$ cat src/design/bud_pkg.sv
// package for the byte unstuffing deframer
// holds the framing constants, the phase enum and the result struct
// no dependencies
`default_nettype none

package bud_pkg;

  localparam logic [7:0]  StartByte    = 8'hff;
  localparam logic [7:0]  EscByte      = 8'hfd;
  localparam logic [7:0]  EscFfByte    = 8'hfe;
  localparam logic [15:0] HeaderLen    = 16'd3;
  localparam logic [15:0] MaxBytesRst  = 16'd65532;

  typedef enum logic [2:0] {
    PH_HUNT   = 3'd0,
    PH_LEN_HI = 3'd1,
    PH_LEN_LO = 3'd2,
    PH_BODY   = 3'd3,
    PH_ESC    = 3'd4
  } phase_e;

  typedef struct packed {
    logic [7:0]  out_byte;
    logic        byte_valid;
    logic        frame_end;
    logic [15:0] delivered_count;
  } result_t;

endpackage

`default_nettype wire

$ cat src/design/bud_in_reg.sv
// input register of the deframer
// holds one accepted rx byte until the decode step takes it; uses bud_pkg
`default_nettype none

module bud_in_reg
  import bud_pkg::*;
(
  input  wire logic       clk_i,
  input  wire logic       rst_ni,
  input  wire logic       in_valid_i,
  output logic            in_stall_o,
  input  wire logic [7:0] rx_byte_i,
  input  wire logic       advance_i,
  output logic            hold_valid_o,
  output logic [7:0]      hold_byte_o
);

  logic       valid_q, valid_d;
  logic [7:0] byte_q, byte_d;

  assign in_stall_o = valid_q && !advance_i;

  always_comb begin
    valid_d = valid_q;
    byte_d  = byte_q;
    if (!in_stall_o) begin
      valid_d = in_valid_i;
      if (in_valid_i) begin
        byte_d = rx_byte_i;
      end
    end
  end

  always_ff @(posedge clk_i or negedge rst_ni) begin
    if (!rst_ni) begin
      valid_q <= 1'b0;
    end else begin
      valid_q <= valid_d;
    end
  end

  always_ff @(posedge clk_i) begin
    byte_q <= byte_d;
  end

  assign hold_valid_o = valid_q;
  assign hold_byte_o  = byte_q;

endmodule

`default_nettype wire

$ cat src/design/bud_decoder.sv
// framing state and single-pass unstuffing step
// updates phase, length and counters once per consumed byte; uses bud_pkg
`default_nettype none

module bud_decoder
  import bud_pkg::*;
(
  input  wire logic        clk_i,
  input  wire logic        rst_ni,
  input  wire logic        step_i,
  input  wire logic [7:0]  byte_i,
  input  wire logic [15:0] max_bytes_i,
  output logic             has_result_o,
  output result_t          result_o
);

  phase_e      phase_q, phase_d;
  logic [7:0]  len_hi_q, len_hi_d;
  logic [15:0] body_left_q, body_left_d;
  logic [15:0] delivered_q, delivered_d;

  logic [15:0] frame_len;
  logic        dlv;
  logic [7:0]  ob;
  logic        fend;
  logic        body_step;

  assign frame_len = {len_hi_q, byte_i};

  always_comb begin
    phase_d     = phase_q;
    len_hi_d    = len_hi_q;
    body_left_d = body_left_q;
    delivered_d = delivered_q;
    dlv         = 1'b0;
    ob          = 8'h00;
    fend        = 1'b0;
    body_step   = 1'b0;
    unique case (phase_q)
      PH_LEN_HI: begin
        len_hi_d = byte_i;
        phase_d  = PH_LEN_LO;
      end
      PH_LEN_LO: begin
        delivered_d = '0;
        if (frame_len <= HeaderLen) begin
          body_left_d = '0;
          phase_d     = PH_HUNT;
          fend        = 1'b1;
        end else begin
          body_left_d = frame_len - HeaderLen;
          phase_d     = PH_BODY;
        end
      end
      PH_BODY: begin
        body_step = 1'b1;
        if (delivered_q < max_bytes_i) begin
          if (byte_i == EscByte) begin
            phase_d = PH_ESC;
          end else begin
            dlv = 1'b1;
            ob  = byte_i;
          end
        end
      end
      PH_ESC: begin
        body_step = 1'b1;
        phase_d   = PH_BODY;
        if (delivered_q < max_bytes_i) begin
          if (byte_i == EscFfByte) begin
            dlv = 1'b1;
            ob  = StartByte;
          end else if (byte_i == EscByte) begin
            dlv = 1'b1;
            ob  = EscByte;
          end
        end
      end
      default: begin
        phase_d = (byte_i == StartByte) ? PH_LEN_HI : PH_HUNT;
      end
    endcase

    // common tail of a body byte: count, length and frame end
    if (body_step) begin
      if (dlv) begin
        delivered_d = delivered_q + 16'd1;
      end
      if (body_left_q != '0) begin
        body_left_d = body_left_q - 16'd1;
      end
      fend = (body_left_d == '0);
      if (fend) begin
        phase_d = PH_HUNT;
      end
    end
  end

  assign has_result_o             = dlv || fend;
  assign result_o.out_byte        = ob;
  assign result_o.byte_valid      = dlv;
  assign result_o.frame_end       = fend;
  assign result_o.delivered_count = delivered_d;

  always_ff @(posedge clk_i or negedge rst_ni) begin
    if (!rst_ni) begin
      phase_q     <= PH_HUNT;
      len_hi_q    <= '0;
      body_left_q <= '0;
      delivered_q <= '0;
    end else if (step_i) begin
      phase_q     <= phase_d;
      len_hi_q    <= len_hi_d;
      body_left_q <= body_left_d;
      delivered_q <= delivered_d;
    end
  end

endmodule

`default_nettype wire

$ cat src/design/bud_out_reg.sv
// result register of the deframer
// keeps one result until the sink takes it; uses bud_pkg
`default_nettype none

module bud_out_reg
  import bud_pkg::*;
(
  input  wire logic    clk_i,
  input  wire logic    rst_ni,
  input  wire logic    load_i,
  input  wire result_t result_i,
  output logic         free_o,
  output logic         out_valid_o,
  input  wire logic    out_stall_i,
  output result_t      result_o
);

  logic    valid_q, valid_d;
  result_t res_q;

  assign free_o = !valid_q || !out_stall_i;

  always_comb begin
    valid_d = valid_q;
    if (free_o) begin
      valid_d = load_i;
    end
  end

  always_ff @(posedge clk_i or negedge rst_ni) begin
    if (!rst_ni) begin
      valid_q <= 1'b0;
    end else begin
      valid_q <= valid_d;
    end
  end

  always_ff @(posedge clk_i) begin
    if (free_o && load_i) begin
      res_q <= result_i;
    end
  end

  assign out_valid_o = valid_q;
  assign result_o    = res_q;

endmodule

`default_nettype wire

$ cat src/design/byte_unstuffing_deframer.sv
// byte unstuffing deframer: start byte hunt, 16-bit length header, escape removal
// an accepted byte is held in the input register, then its result is registered in the result register
// throughput: one rx byte per cycle while the sink does not stall, set by the single-pass decode
//   between the input register and the result register
// reset: asynchronous active low; phase to hunting, counters cleared, max_bytes 65532
// uses bud_pkg, bud_in_reg, bud_decoder, bud_out_reg
`default_nettype none

module byte_unstuffing_deframer
  import bud_pkg::*;
(
  input  wire logic        clk_i,
  input  wire logic        rst_ni,
  // max_bytes register write
  input  wire logic        cfg_valid_i,
  output logic             cfg_ready_o,
  input  wire logic [15:0] cfg_max_bytes_i,
  // rx byte request
  input  wire logic        in_valid_i,
  output logic             in_stall_o,
  input  wire logic [7:0]  rx_byte_i,
  // result request
  output logic             out_valid_o,
  input  wire logic        out_stall_i,
  output logic [7:0]       out_byte_o,
  output logic             byte_valid_o,
  output logic             frame_end_o,
  output logic [15:0]      delivered_count_o
);

  logic [15:0] max_bytes_q;
  logic        hold_valid;
  logic [7:0]  hold_byte;
  logic        out_free;
  logic        step;
  logic        has_result;
  result_t     step_res;
  result_t     out_res;

  // the register write is always taken
  assign cfg_ready_o = 1'b1;

  always_ff @(posedge clk_i or negedge rst_ni) begin
    if (!rst_ni) begin
      max_bytes_q <= MaxBytesRst;
    end else if (cfg_valid_i && cfg_ready_o) begin
      max_bytes_q <= cfg_max_bytes_i;
    end
  end

  // a held byte is decoded once the result register can take whatever it makes
  assign step = hold_valid && out_free;

  bud_in_reg u_in_reg (
    .clk_i        (clk_i),
    .rst_ni       (rst_ni),
    .in_valid_i   (in_valid_i),
    .in_stall_o   (in_stall_o),
    .rx_byte_i    (rx_byte_i),
    .advance_i    (out_free),
    .hold_valid_o (hold_valid),
    .hold_byte_o  (hold_byte)
  );

  bud_decoder u_decoder (
    .clk_i        (clk_i),
    .rst_ni       (rst_ni),
    .step_i       (step),
    .byte_i       (hold_byte),
    .max_bytes_i  (max_bytes_q),
    .has_result_o (has_result),
    .result_o     (step_res)
  );

  // bytes that make no result (header, hunting, dropped) just leave the input register
  bud_out_reg u_out_reg (
    .clk_i       (clk_i),
    .rst_ni      (rst_ni),
    .load_i      (step && has_result),
    .result_i    (step_res),
    .free_o      (out_free),
    .out_valid_o (out_valid_o),
    .out_stall_i (out_stall_i),
    .result_o    (out_res)
  );

  assign out_byte_o        = out_res.out_byte;
  assign byte_valid_o      = out_res.byte_valid;
  assign frame_end_o       = out_res.frame_end;
  assign delivered_count_o = out_res.delivered_count;

endmodule

`default_nettype wire
$ cat config.mk
export PLATFORM = sky130hd
export DESIGN_NAME = byte_unstuffing_deframer
export DESIGN_NICKNAME = d
export VERILOG_FILES = /design/src/design/bud_pkg.sv /design/src/design/bud_in_reg.sv /design/src/design/bud_decoder.sv /design/src/design/bud_out_reg.sv /design/src/design/byte_unstuffing_deframer.sv
export SDC_FILE = /design/constraint.sdc
export NUM_CORES = 1
export LEC_CHECK = 0
export ABC_AREA = 1
export BUFFER_PORTS_ARGS = -buffer_cell sky130_fd_sc_hd__clkbuf_2
export CORE_ASPECT_RATIO = 1.25
export CORE_MARGIN = 2
export CORE_UTILIZATION = 34
export DETAILED_ROUTE_END_ITERATION = 10
export PLACE_DENSITY = 0.5
export SKIP_LAST_GASP = 1
export SYNTH_ARGS = -nofsm -noshare
export SYNTH_HDL_FRONTEND = slang
export SYNTH_HIERARCHICAL = 1
export SYNTH_SLANG_ARGS = --single-unit
$ cat constraint.sdc
create_clock -name clk_i -period 4.8 [get_ports clk_i]
set_input_delay 0.48 -clock clk_i [delete_from_list [all_inputs] [get_ports clk_i]]
set_output_delay 0.48 -clock clk_i [all_outputs]
set_load 0.03 [all_outputs]
* Word-level counts from Yosys, hierarchy flattened
Index checks and enable logic that the tools add are counted.
** Word-level totals
- Memory bits (writable) :: 0
- Memories :: 0
- Input port bits :: 29
- Bits in read-only memories :: 0
- Bits in latches :: 0
- Flip-flop bits (word level) :: 95
- Output and inout port bits :: 29
** Cells by class
- Magnitude comparators :: 2
- Mux-type cells :: 31
- Add/subtract/negate cells :: 3
- Reduce and logical (&&, ||, !) cells :: 14
- Shifts and indexed selects :: 0
- Divide/modulo/power cells :: 0
- Eq/ne operators :: 7
- Bitwise gates (word level) :: 1
- Multiply operators :: 0
** Operator list (number)
- 16-bit 2-to-1 mux :: 8
- 8-bit 2-to-1 mux :: 5
- 8-bit equality test (second input constant) :: 3
- 16-bit by 1-bit adder with 16-bit output (second input constant) :: 1
- 16-bit by 2-bit less-or-equal comparator with 1-bit output (second input constant) :: 1
- 16-bit logical NOT :: 1
- 16-bit less-than comparator :: 1
- 8-bit one-hot mux with 2 select lines :: 1
- 16-bit nonzero test :: 1
- 16-bit by 1-bit subtractor with 16-bit output (second input constant) :: 1
- 16-bit by 2-bit subtractor with 16-bit output (second input constant) :: 1
- 3-bit 2-to-1 mux :: 4
- 3-bit one-hot mux with 4 select lines :: 1
- 1-bit 2-to-1 mux :: 10
- 3-bit by 2-bit equality test with 1-bit output (second input constant) :: 2
- 1-bit logical AND :: 4
- 2-bit AND reduction :: 2
- 3-bit by 1-bit equality test with 1-bit output (second input constant) :: 1
- 3-bit equality test (second input constant) :: 1
- 1-bit logical NOT :: 3
- 1-bit logical OR :: 2
- 2-bit 2-to-1 mux :: 1
- 1-bit one-hot mux with 2 select lines :: 1
- 2-bit OR reduction :: 1
- 1-bit inverter :: 1

* Longest topological paths before layout
Gate-level depths: netlist of the first run.
- Depth after elaboration :: 10
- Mapped depth :: 19

* By module
The synthesis of the first run kept the hierarchy.
** By module, submodules not included
- bud_decoder :: times used 1, area each 4239.1 µm², sequential area each 1076.0 µm², cells an instance 669
- bud_out_reg :: times used 1, area each 822.0 µm², sequential area each 805.8 µm², cells an instance 31
- byte_unstuffing_deframer :: times used 1, area each 688.2 µm², sequential area each 417.9 µm², cells an instance 74
- bud_in_reg :: times used 1, area each 297.8 µm², sequential area each 265.3 µm², cells an instance 15

* Worst setup path after synthesis of the first run
Ideal clock, no wire load.
- Path type :: register -> register
- Start point :: register max_bytes_q[5]
- End point :: register u_out_reg.res_q (netlist bit u_out_reg/result_o[0]), enable pin
- Data required time :: 4.382 ns
- Stages on the path, launching flop included :: 19
- Buffers on the path :: 1
- Setup slack :: 0.856 ns
- Library setup time :: 0.418 ns
- Data arrival time :: 3.527 ns
- Cells stage by stage :: dfstp_2 > inv_1 > ha_1 > a21oi_1 > nor2_1 > a211oi_1 > nand2_1 > nand2_1 > nand2_1 > inv_1 > nand3_2 > nand2_4 > buf_6 > inv_2 > nand3_1 > inv_1 > nor2_1 > inv_1 > a21oi_1
** On the way
- Cells in the longest elaborated chain, start to end :: 6
- Elaborated cells between the ends (all ways) :: 7
- Those cells by class :: order compare (1); mux (3); reduce/logical (3)
** Ends and longest elaborated chain
- start, declared :: line byte_unstuffing_deframer.sv:31 : logic [15:0] max_bytes_q;
- start signal, assigned :: line byte_unstuffing_deframer.sv:45 : max_bytes_q <= MaxBytesRst;
- start signal, assigned :: line byte_unstuffing_deframer.sv:47 : max_bytes_q <= cfg_max_bytes_i;
- 16-bit less-than comparator * :: line bud_decoder.sv:57, bud_decoder.sv:69
- 1-bit 2-to-1 mux (on tied branches) :: line bud_decoder.sv:69, bud_decoder.sv:57
- 1-bit one-hot mux with 2 select lines * :: line bud_decoder.sv:39 : unique case (phase_q)
- named net u_decoder.dlv :: line bud_decoder.sv:23 : logic dlv;
- 1-bit logical OR * :: line bud_decoder.sv:99 : assign has_result_o = dlv || fend;
- named net has_result :: line byte_unstuffing_deframer.sv:36 : logic has_result;
- 1-bit logical AND * :: line byte_unstuffing_deframer.sv:79 : .load_i (step && has_result),
- 1-bit logical AND * :: line bud_out_reg.sv:39 : if (free_o && load_i) begin
- end signal, assigned :: line bud_out_reg.sv:40 : res_q <= result_i;
- end, declared :: line bud_out_reg.sv:19 : result_t res_q;
The timed path passes the listed nets; every way through them passes the cells marked *.
A chain may end at the register's enable or synchronous reset.

==> results of run 1 <==
## state kept, by name, summed over array words and instances (netlist names)
signal                 count
u_out_reg/out_valid_o      1
u_decoder/delivered_q     16
u_in_reg/hold_valid_o      1
max_bytes_q               16
u_in_reg/hold_byte_o       8
u_decoder/phase_q          3
u_decoder/len_hi_q         8
u_decoder/body_left_q     16
u_out_reg/result_o        26
## worst max-delay path: cells and delay by family, from the launching register on
kind            cells  cell delay (ps)
fa+ha+maj           1              290
buf+inv             5              420
compound gates      3             1000
flops               1              540
simple gates        8             1140
## power by group through the flow
stage,Sequential (uW),Combinational (uW),Clock [uW]
2_1_floorplan,1270,1150,0
3_3_place_gp,1290,1510,0
3_5_place_dp,1290,1510,0
4_1_cts,1270,1520,797
5_1_grt,1300,1730,831
6_report,1270,1500,776
## cell usage after synthesis, types with 6 or more instances
cell type	instances	share of area, %
nand2_1	241	15
inv_1	87	5.4
nand3_1	83	6.9
nor2_1	58	3.6
dfrtp_1	47	19
edfxtp_1	34	17
o21ai_0	32	2.6
a21oi_1	21	1.7
ha_1	20	4.1
xor2_1	17	2.5
and2_1	16	1.7
dfstp_2	14	6.1
o22ai_1	12	1.2
nand2_2	11	1.1
clkbuf_1	10	0.62
inv_2	9	0.56
nand3_2	7	1.2
nand4_1	6	0.62
nor2_4	6	1.1
nor3_1	6	0.50
xnor2_1	6	0.87
## per-layer routing
metal | part of all wire [%] | up-vias | wire length, um
met4 | 3.0 | 0 | 454
met1 | 44 | 2344 | 6520
met2 | 51 | 63 | 7690
met5 | 0 | - | 0
li1 | - | 2629 | -
met3 | 2.0 | 25 | 306
## logic make-up (layout without fill, tap and decap cells)
kind of cell / after synthesis / in the layout / share of synthesized area [%]
AND/OR/NAND/NOR: 448 / 448 / 33.7
buffers and inverters: 123 / 173 / 8.90
flip-flops: 95 / 95 / 42.4
AO/OA/AOI/OAI: 78 / 78 / 7.30
XOR/XNOR: 23 / 23 / 3.33
adder cells (fa/ha/maj): 20 / 20 / 4.14
other: 1 / 1 / 0.0620
multiplexers: 1 / 1 / 0.166
## metrics by stage
step	cell area, sq um	worst slack (ps)
3_3_place_gp	6480	1030
4_1_cts	6790	917
5_1_grt	6790	614
2_1_floorplan	6050	856
6_report	6790	1010
3_5_place_dp	6480	954
## worst min path at each step
| stage | from | endpoint | slack, ps | cells after the start |
|---|---|---|---|---|
| 6_report | rst_ni | u_decoder/len_hi_q[6] | 260 | 2 |
| 5_1_grt | rx_byte_i[4] | u_in_reg/hold_byte_o[4] | 300 | 1 |
| 4_1_cts | cfg_max_bytes_i[12] | max_bytes_q[12] | 280 | 3 |
| 3_5_place_dp | max_bytes_q[4] | max_bytes_q[4] | 450 | 2 |
| 3_3_place_gp | max_bytes_q[3] | max_bytes_q[3] | 450 | 2 |
| 2_1_floorplan | rst_ni | max_bytes_q[0] | 180 | 0 |
## layout make-up
class,count,area [sq um]
clock buffer,11,233
tap,224,280
timing repair buffer,59,303
inverter,98,373
sequential,95,2560
fill,1887,10600
clock inverter,5,82.6
multi-input combinational,571,2960
==> flow_summary.yaml, run 1 <==
global_route:
  grtUsageMet2_pct: 29.3
  grt_most_used_layer: "met2"
  grt_pass1_vias: 4970
  use_met1_pct: 20.5
  number_of_antenna_violations_at_the_first_check_in_global_routing: 0
  grt_first_pass_wirelength_um: 24700
  global_route.overflow_total: 0
  grt_start_max_net_pins: 62
  groute.layer.met3.usage_pct: 1.90
  grt_util_all_layers_pct: 16.9
clock_network:
  cts_hold_buffers: 0
  clk_pin_slew_ps: 70
  cts_tree: "done"
  cts_made_buffers: 9
  cts_root_buf: "clkbuf_16"
  worst_skew_pair.late_latency_ps: 350
  post_cts_resize_count: 0
  tritoncts_num_sinks: 95
  clk_path_buf_depth: 2
  cts.htree.levels: 3
  postCtsSetupRepairBufs: 0
setup_path:
  r2r-end: "u_out_reg/result_o[17]"
  timing.critical_path.arrival_ps: 3760
  crit_path_start_kind: "flip-flop"
  worstPathCellList: "inv_1 > ha_1 > a21oi_1 > nor2_1 > a211oi_1 > nand2_1 > nand2_1 > nand2_1 > inv_1 > nand3_2 > nand2_4 > inv_2 > nand3_1 > inv_1 > nor2_1 > inv_1 > a21oi_4"
  crit-reg2reg-launch: "max_bytes_q[5]"
  slowest_stage: "a21oi_4"
  critical_path.most_common_cell: "inv_1"
  worst_setup_path_end_kind: "flip-flop"
  worst_ep_required_time_ps: 4780
  rrSetupSlack_ps: 1010
  ff2ff_path_depth: 17
  timing.critical_path.to: "u_out_reg/result_o[17]"
  path_max_fanout: 26
  largest_incremental_delay_on_the_critical_path_ps: 680
  crit_type: "flip-flop to flip-flop"
  crit_path_start: "max_bytes_q[5]"
placement:
  routabilityCongestion: 0.806
  dp_hpwl_um: 11100
  buffer_ports.inserted: 56
  dp.cells: 1047
job:
  max_cap_viol_count: 0
power:
  p_sw_share_pct: 42.6
  combinationalPowerShare_pct: 42.3
  seq_power_share_pct: 35.9
  power.switching_uw: 1510
  p_total_uw: 3540
  part_of_the_power_in_the_clock_network_pct: 21.9
  max-vdd-ir-drop_uv: 194
  internal_power_uw: 2030
  leakage_uw: 0.00330
  power_density_nw_per_um2: 522
cells_and_area:
  layout_commonest_cell: "nand2_1"
  num_antenna_cells: 0
  layout.cells.most_common_list: "241 x nand2_1, 87 x inv_1, 83 x nand3_1"
  syn_to_final_growth_pct: 12.3
  final_cell_count_no_fill: 1063
  finalCoreUtilization_pct: 39.0
  post_route_cells_drive_above_1_share_pct: 16.4
  design.final.nets: 883
floorplan:
  placeableCoreArea_sq_um: 17400
  chipHeight_um: 153
  die_w_um: 123
  start_util_pct: 34.7
  num_rows: 54
  io_pins: 58
  die_area_sq_um: 18900
logic_synthesis:
  dominantRegCellSynth: "dfrtp_1"
  synth.yosys.seq_area_share_pct: 42.4
  post_synth_num_cell_types: 44
  synth_async_sr_flop_share_pct: 64.2
  ys_seq_elements: 95
  edff_count_synth: 34
  avgSynthCellArea_sq_um: 7.66
  ys.warnings.count: 6
  netlist_instances: 789
  synthesis.nets: 838
  synthesis.area_sq_um: 6050
timing:
  slew-limit-headroom_pct: 40.5
  max_freq_mhz: 264
  setup_tns_ps: 0
  period_needed_ps: 3790
  finalClockSkew_ps: 6.06
  rsz0062_at_grt: "no"
  hold-worst-slack_ps: 264
  final_hold_violation_count: 0
  worst-slew-pin-transition_ps: 890
  report.final.setup_viol: 0
  fin_crit_sh_pct: 78.9
  final-max-slew-violation-count: 0
route:
  totalWireLength_um: 15000
  avgRoutedWirePerCell_um: 14.1
  drt.antenna.violating_nets: 0
  drc: 0
  detailedRoute.firstPassIterationCount: 4
  route.detailed.vias_per_inst: 4.76
  drt-initial-drc-count: 270
  total_number_of_vias: 5061
min_path:
  hp-class: "primary input to async pin"
run_status:
  outcome: "complete, no violations"
No activity file was read; power rests on OpenSTA's default activity.
==> inputs of run 2 (changes only) <==
--- a/config.mk
+++ b/config.mk
@@ -5,7 +5,7 @@
 export SDC_FILE = /design/constraint.sdc
 export NUM_CORES = 1
 export LEC_CHECK = 0
-export ABC_AREA = 1
+export ABC_AREA = 0
 export BUFFER_PORTS_ARGS = -buffer_cell sky130_fd_sc_hd__clkbuf_2
 export CORE_ASPECT_RATIO = 1.25
 export CORE_MARGIN = 2
==> constraint.sdc (replaced) <==
create_clock -name clk_i -period 3.9 [get_ports clk_i]
set_input_delay 0.39 -clock clk_i [delete_from_list [all_inputs] [get_ports clk_i]]
set_output_delay 0.39 -clock clk_i [all_outputs]
set_load 0.03 [all_outputs]
==> flow_summary.yaml, run 2 <==
run_status:
  outcome: "complete, no violations"
clock_network:
  cts_made_buffers: 9
  worst_skew_pair.late_latency_ps: 340
  post_cts_resize_count: 0
  clk_path_buf_depth: 2
  clk_pin_slew_ps: 70
  cts.htree.levels: 3
  postCtsSetupRepairBufs: 0
  tritoncts_num_sinks: 95
  cts_hold_buffers: 0
  cts_root_buf: "clkbuf_16"
  cts_tree: "done"
route:
  total_number_of_vias: 4823
  route.detailed.vias_per_inst: 5.47
  top_layer_used: "met4"
  post_route_met1_wirelength_um: 6580
  drt.antenna.violating_nets: 0
  drt-initial-drc-count: 457
  totalWireLength_um: 15800
  avgRoutedWirePerCell_um: 18.0
  drc: 0
  detailedRoute.firstPassIterationCount: 6
  dr_wl_met2_um: 8410
  dr_wl_met3_um: 580
placement:
  dp.cells: 866
  buffer_ports.inserted: 56
  place_worst_setup_slack_ps: 320
  routabilityCongestion: 0.932
  dp_hpwl_um: 11800
job:
  max_cap_viol_count: 0
logic_synthesis:
  synth.top_cells.by_count: "67 x nand2_1, 47 x dfrtp_1, 47 x o21ai_0, 39 x nor2_1, 34 x edfxtp_1"
  synth.yosys.seq_area_share_pct: 44.3
  dominant_combinational_cell_family_by_area_after_synthesis: "simple AND/OR/NAND/NOR gates"
  synth-compound-area-share_pct: 17.8
  ys.warnings.count: 6
  synth.mux.area_fraction_pct: 7.24
  edff_count_synth: 34
  netlist.area_leader.share_pct: 20.3
  post_synth_main_area_contributors: "dfrtp_1 20%, edfxtp_1 18%, dfstp_2 6.4%"
  synth_async_sr_flop_share_pct: 64.2
  dominantRegCellSynth: "dfrtp_1"
  synthesis.area_sq_um: 5790
  synth-adder-area-share_pct: 4.32
  yosysTopAreaCell: "dfrtp_1"
  synth_xor_area_share_pct: 2.12
  fraction_of_the_mapped_netlist_area_in_simple_logic_gates_pct: 19.0
  synthMostInstantiatedCell: "nand2_1"
  post_synth_num_cell_types: 73
  avgSynthCellArea_sq_um: 9.66
  ys_seq_elements: 95
  synthesis.nets: 648
  netlist_instances: 599
cells_and_area:
  layout_commonest_cell: "nand2_1"
  final_cell_count_no_fill: 882
  layout.cells.most_common_list: "67 x nand2_1, 56 x clkbuf_2, 47 x dfrtp_1, 47 x o21ai_0, 39 x nor2_1"
  post_route_cells_drive_above_1_share_pct: 23.1
  finalCoreUtilization_pct: 39.8
  num_antenna_cells: 0
  largest_register_ffs: 26
  syn_to_final_growth_pct: 15.4
  design.final.nets: 706
timing:
  worst-slew-pin-transition_ps: 1020
  final-max-slew-violation-count: 0
  final_hold_violation_count: 0
  hold-worst-slack_ps: 206
  setup_tns_ps: 0
  slew-limit-headroom_pct: 31.7
  rsz0062_at_grt: "no"
  finalClockSkew_ps: 7.84
  max_freq_mhz: 275
  fin_crit_sh_pct: 93.2
  report.final.setup_viol: 0
  fin_ws_ps: 266
  period_needed_ps: 3630
power:
  power_density_nw_per_um2: 670
  max-vdd-ir-drop_uv: 234
  leakage_uw: 0.00282
setup_path:
  crit_path_start: "u_in_reg/hold_byte_o[0]"
  path_max_fanout: 25
  crit-reg2reg-launch: "u_in_reg/hold_byte_o[0]"
  worst_setup_path_end_kind: "flip-flop"
  crit_path_start_kind: "flip-flop"
  crit_type: "flip-flop to flip-flop"
  timing.critical_path.arrival_ps: 3680
  worst_ep_required_time_ps: 3950
global_route:
  grt_first_pass_wirelength_um: 25800
  number_of_antenna_violations_at_the_first_check_in_global_routing: 0
  grt_start_max_net_pins: 38
  grt_util_all_layers_pct: 18.2
  grt_pass1_vias: 4855
  global_route.overflow_total: 0
floorplan:
  placeableCoreArea_sq_um: 16800
  die_area_sq_um: 18100
  io_pins: 58
  die_w_um: 121
  num_rows: 53
  start_util_pct: 34.5
  chipHeight_um: 150
min_path:
  hp-class: "primary input to async pin"
run 2: changes by cell type after synthesis, sizes merged, moves of 9 or more:
cell / change
o31ai: +13
o21ai: +15
a22o: +13
mux2: +25
nand3: -73
mux2i: +9
nor2: -29
nand2: -187
and3: +12
nor3: +14
inv: -66
xor2: -12
run 2: cell type report:
cell class	count	area [sq um]
Tap cell	220	275
Timing Repair Buffer	81	480
Inverter	32	120
Sequential cell	95	2560
Fill cell	1676	10100
Clock inverter	6	85.1
Clock buffer	10	229
Multi-Input combinational cell	438	2920
run 2: through the flow:
step | power, uW | area, sq um
4_1_cts | 4500 | 6680
2_1_floorplan | 2910 | 5790
6_report | 4470 | 6680
3_5_place_dp | 3530 | 6360
5_1_grt | 4790 | 6680
3_3_place_gp | 3530 | 6360
run 2: cell families after synthesis:
logic type | count (synthesis)
AND/OR/NAND/NOR | 210
flip-flops | 95
multiplexers | 35
buffers and inverters | 66
XOR/XNOR | 14
adder cells (fa/ha/maj) | 20
other | 1
AO/OA/AOI/OAI | 158
run 2: metal layers:
| metal | global-route usage (%) | up-vias |
|---|---|---|
| met1 | 22.2 | 2354 |
| li1 | - | 2316 |
| met3 | 2.59 | 19 |
| met4 | 5.47 | 0 |
| met5 | 0 | - |
| met2 | 33.1 | 134 |
run 2: worst max-delay path: stages, from the launching register on:
cell	delay, ps
edfxtp_1	440
ha_1	300
nor3_1	350
a21boi_0	180
a211oi_2	340
o22ai_1	110
a211oi_1	270
nand4_1	160
or3_4	370
o311ai_0	110
and3_1	220
a21boi_2	250
buf_12	220
run 2: power breakdown:
| group | internal (uW) | switching [uW] |
|---|---|---|
| clock network | 561 | 383 |
| registers | 1320 | 318 |
| logic | 708 | 1180 |
run 2: final timing paths:
kind | to | depth (start not counted) | slack (ps)
min in group clk_i | u_in_reg/hold_byte_o[1] | 1 | 220
worst min-delay path | max_bytes_q[1] | 1 | 210
worst min register to register | max_bytes_q[0] | 1 | 510
worst max register to register | u_out_reg/result_o[3] | 12 | 270
max in group asynchronous | u_in_reg/hold_valid_o | 2 | 2770
worst max-delay path | u_out_reg/result_o[3] | 12 | 270
